**src/rtl/aigtt_pkg.sv**
```systemverilog
`default_nettype none
package aigtt_pkg;

  localparam int MAX_NODES  = 4096;
  localparam int MAX_INPUTS = 12;
  localparam int MAX_WORDS  = 64;

  localparam int NODE_W  = $clog2(MAX_NODES);
  localparam int WIDX_W  = $clog2(MAX_WORDS);
  localparam int NIN_W   = 4;
  localparam int TADDR_W = NODE_W + WIDX_W;
  localparam int TDEPTH  = MAX_NODES * MAX_WORDS;

  localparam logic [63:0] ALL_ONES = '1;

  localparam logic [63:0] PROJ6 [6] = '{
    64'hAAAAAAAAAAAAAAAA, 64'hCCCCCCCCCCCCCCCC, 64'hF0F0F0F0F0F0F0F0,
    64'hFF00FF00FF00FF00, 64'hFFFF0000FFFF0000, 64'hFFFFFFFF00000000
  };

  typedef enum logic [1:0] {
    REQ_INIT  = 2'd0,
    REQ_FANIN = 2'd1,
    REQ_CONST = 2'd2,
    REQ_READ  = 2'd3
  } req_kind_t;

  typedef enum logic [2:0] {
    BK_IDLE,
    BK_INIT,
    BK_CONST,
    BK_FANIN,
    BK_READ,
    BK_DRAIN
  } bk_state_t;

  typedef struct packed {
    req_kind_t          kind;
    logic [NODE_W-1:0]  node;
    logic [NODE_W-1:0]  src;
    logic               inv;
    logic               first;
    logic               last;
    logic               writable;
  } cmd_t;

  function automatic logic [NIN_W-1:0] eff_inputs(input logic [NIN_W-1:0] n);
    if (n > NIN_W'(MAX_INPUTS)) begin
      return NIN_W'(MAX_INPUTS);
    end
    return n;
  endfunction

  function automatic logic [WIDX_W-1:0] last_word_idx(input logic [NIN_W-1:0] n);
    logic [10:0] w;
    w = (n <= NIN_W'(6)) ? 11'd1 : (11'd1 << (n - NIN_W'(6)));
    if (w > 11'(MAX_WORDS)) begin
      w = 11'(MAX_WORDS);
    end
    return WIDX_W'(w - 11'd1);
  endfunction

  function automatic logic [63:0] tail_mask(input logic [NIN_W-1:0] n);
    logic [63:0] m;
    if (n >= NIN_W'(6)) begin
      m = ALL_ONES;
    end else begin
      m = (64'd1 << (7'd1 << n)) - 64'd1;
    end
    return m;
  endfunction

endpackage
`default_nettype wire

```
**src/rtl/aigtt_front.sv**
```systemverilog
`default_nettype none
module aigtt_front (
  input  wire logic                           clk,
  input  wire logic                           rst_n,
  input  wire logic [aigtt_pkg::NIN_W-1:0]    eff_n,
  input  wire logic                           in_tvalid,
  output      logic                           in_tready,
  input  wire logic [31:0]                    in_tdata,
  input  wire logic [2:0]                     in_tuser,
  input  wire logic                           in_tlast,
  output      logic                           q_valid,
  output      aigtt_pkg::cmd_t                q_cmd,
  input  wire logic                           q_pop
);
  import aigtt_pkg::*;

  cmd_t       q_r [2];
  logic       wp_r, rp_r;
  logic [1:0] cnt_r;
  cmd_t       cmd;
  logic       push;
  logic [NODE_W-1:0] node;
  logic [12:0]       lit;

  assign node = in_tdata[11:0];
  assign lit  = in_tdata[24:12];

  always_comb begin
    cmd.kind     = req_kind_t'(in_tuser[1:0]);
    cmd.node     = node;
    cmd.src      = lit[12:1];
    cmd.inv      = lit[0];
    cmd.first    = in_tuser[2];
    cmd.last     = in_tlast;
    cmd.writable = node > NODE_W'(eff_n);
  end

  assign in_tready = cnt_r != 2'd2;
  assign push      = in_tvalid && in_tready;
  assign q_valid   = cnt_r != 2'd0;
  assign q_cmd     = q_r[rp_r];

  always_ff @(posedge clk) begin
    if (push) begin
      q_r[wp_r] <= cmd;
    end
    if (!rst_n) begin
      wp_r  <= 1'b0;
      rp_r  <= 1'b0;
      cnt_r <= 2'd0;
    end else begin
      if (push) begin
        wp_r <= ~wp_r;
      end
      if (q_pop) begin
        rp_r <= ~rp_r;
      end
      cnt_r <= cnt_r + 2'(push) - 2'(q_pop);
    end
  end

endmodule
`default_nettype wire

```
**config.mk**
```make
export PLATFORM = sky130hd
export DESIGN_NAME = aigtt_front
export DESIGN_NICKNAME = d
export VERILOG_FILES = /design/src/rtl/aigtt_pkg.sv /design/src/rtl/aigtt_front.sv
export SDC_FILE = /design/constraint.sdc
export NUM_CORES = 1
export LEC_CHECK = 0
export ABC_AREA = 1
export BUFFER_PORTS_ARGS = -buffer_cell sky130_fd_sc_hd__buf_2
export CORE_ASPECT_RATIO = 1.4
export CORE_MARGIN = 5
export CORE_UTILIZATION = 44
export CTS_BUF_LIST = sky130_fd_sc_hd__clkbuf_8
export DETAILED_ROUTE_END_ITERATION = 10
export PLACE_DENSITY = 0.69
export SYNTH_ARGS = -nofsm -noshare
export SYNTH_HDL_FRONTEND = slang
export SYNTH_SLANG_ARGS = --single-unit
```
**constraint.sdc**
```tcl
create_clock -name clk -period 2.6 [get_ports clk]
set_clock_uncertainty 0.05 [all_clocks]
set_input_delay 0.52 -clock clk [delete_from_list [all_inputs] [get_ports clk]]
set_output_delay 0.52 -clock clk [all_outputs]
set_load 0.01 [all_outputs]
```
==> reports/metrics.yaml <==
status:
  outcome: "finished clean"
clock_tree:
  cts_buffer_depth: 2
  cts-resized-gates: 0
  clk_pin_slew_ps: 60
  numCtsBuffers: 9
  root_buffer: "clkbuf_8"
  post_cts_buffers: 0
  insertion_delay_ps: 330
  htree_levels: 3
  clock_sinks: 65
  cts_tree: "done"
  cts_hold_buf: 0
logic_synthesis:
  yosysMostFrequentCell: "edfxtp_1"
  synthAdderAreaFrac_pct: 2.836
  avgSynthCellArea_um2: 17.53
  synth_top_family_by_area: "multiplexers"
  netlist_area_um2: 2648
  synth_seq_area_share_pct: 71.83
  synth_top_area_share_pct: 68.05
  yosysTopAreaCell: "edfxtp_1"
  synthSimpleGateAreaFrac_pct: 5.104
  yosysWarnings: 0
  synth_nets: 201
  ys_ff_latch: 65
  synth_mux_area_share_pct: 17.01
  synth_area_leaders: "edfxtp_1 68%, mux2_4 17%, dfxtp_1 3.8%"
  synthArstFlopShare_pct: 0
  synth_edf_count: 60
  synth_cells: 151
  synthTopCellsByCount: "60 x edfxtp_1, 30 x mux2_4, 18 x nand2_1"
  synth_cell_types: 12
  synth_xor_area_share_pct: 0
  synthFlopType: "edfxtp_1"
  synth_compound_area_share_pct: 0.3781
worst_setup_path:
  critPathKind: "reg -> out"
  critical_path_required_ps: 2030
  end_kind: "primary output"
  r2r-end: "cnt_r[1]$_SDFF_PN0_"
  cp.arrival_ps: 1390
  ff2ff_setup_slack_ps: 890
  r2r_cells: 9
  worstPathMaxFanout: 30
  start_kind: "flip-flop"
  rr_startpoint: "cnt_r[0]$_SDFF_PN0_"
drt:
  drt-total-wl_um: 4512
  wl_per_cell_um: 14.79
  drc: 0
  drt_pre_antenna_iters: 4
  first_iter_violations: 71
  antenna_left: 0
  viasPerCell: 4.790
  vias: 1461
global_routing:
  antenna_found_initial: 0
  grt_pass1_wl_um: 7010
  grt_usage_pct: 12.92
  grt_max_degree: 31
  overflow: 0
  first_global_vias: 1542
flow_run:
  drv_cap: 0
placement:
  io_buffers: 68
  dpl.hpwl_um: 3292
  place_inst: 290
  gp_congestion: 0.6984
  pre_cts_slack_ps: 755.2
die:
  num_rows: 33
  io_pins: 76
  die_w_um: 75.56
  start_util_pct: 45.16
  core_area_um2: 5863
  dieArea_um2: 7691
  die-height_um: 101.8
power:
  vdd_drop_max_v: 0.0003990
  powerDensity_nw_per_um2: 732.3
  power.leakage_nw: 1.387
sta:
  worst_hold_slack_ps: 328.3
  rsz0062_at_grt: "false"
  hold_viol: 0
  finalCritPeriodShare_pct: 75.42
  tns_ps: 0
  fin_ws_ps: 639.1
  max_freq_mhz: 510.0
  setup_viol: 0
  drv_slew: 0
  slew_headroom_pct: 76.59
  layout_min_cycle_time_ps: 1961
  tightest_slew_ps: 351.2
layout:
  post_route_cells_drive_above_1_share_pct: 50.21
  stdcell_count: 305
  antennaDiodeCount: 0
  finalNetCount: 281
  area_growth_pct: 23.54
min_path:
  hold_class: "in -> reg"
  min_from: "in_tdata[24]"
  hold_depth: 1
  min_to: "q_r[1][15]$_DFFE_PP_"
flip-flops by register name, summed over array words and instances, names as in the netlist, named ones only:
name   flops
q_r       60
rp_r       1
wp_r       1
cnt_r      2
area by class of cell:
type / count / area [µm²]
Tap cell: 70 / 87.58
Inverter: 11 / 41.29
Timing Repair Buffer: 72 / 382.9
Clock inverter: 6 / 51.30
Multi-Input combinational cell: 72 / 680.7
Sequential cell: 65 / 1903
Clock buffer: 9 / 123.9
Fill cell: 483 / 2592
kinds of logic after synthesis:
kind of cell / count (synthesis)
DFF: 65
and+or+nand+nor: 34
muxes: 30
buffers and inverters: 14
adders and majority gates: 6
AOI/OAI and AO/OA: 2
worst max-delay path by stage:
stage / start / endpoint / slack (ps) / cells after the start
after global routing: flip-flop / q_cmd[28] / 580 / 3
after CTS: flip-flop / q_cmd[28] / 600 / 3
final: flip-flop / q_cmd[28] / 640 / 3
after global placement: in_tvalid / cnt_r[1]$_SDFF_PN0_ / 800 / 8
after floorplan: in_tvalid / q_r[1][0]$_DFFE_PP_ / 210 / 2
after detailed placement: in_tvalid / cnt_r[1]$_SDFF_PN0_ / 760 / 8
layer usage:
| metal | routed length [µm] | track usage (%) | up-vias |
|---|---|---|---|
| met4 | 73 | 8.075 | 0 |
| met3 | 280 | 4.171 | 6 |
| li1 | - | - | 704 |
| met1 | 1518 | 12.33 | 709 |
| met2 | 2639 | 23.02 | 42 |
| met5 | 0 | 0 | - |
power by group:
group	total (W)	switching, W	internal (W)	leakage [nW]
registers	0.00127	0.0000256	0.00125	0.597
clock network	0.000758	0.000335	0.000423	0.0951
logic	0.000365	0.000185	0.000180	0.695
layout by cell type, fill, tap and decap left out, drive strengths merged:
cell type  Yosys  final
a21oi          2      2
buf            3     72
bufinv         0      1
clkbuf         0      9
clkinv         0      4
dfxtp          5      5
edfxtp        60     60
ha             6      6
inv           11     12
mux2          30     30
nand2         18     18
nand3          2      2
nor2          12     12
or2            2      2
per-stage QoR:
| stage | cell area, µm² | power, W | util [%] |
|---|---|---|---|
| after detailed placement | 3095 | 0.001670 | 52.80 |
| after CTS | 3271 | 0.002442 | 55.78 |
| after global placement | 3095 | 0.001653 | 52.80 |
| after global routing | 3271 | 0.002516 | 55.78 |
| final | 3271 | 0.002395 | 55.78 |
| after floorplan | 2648 | 0.001519 | - |
critical path, stage by stage (launching register included):
cell     delay (ps)
dfxtp_2         340
buf_12          240
mux2_4          340
buf_2           140
No activity file was read; power rests on OpenSTA's default activity.
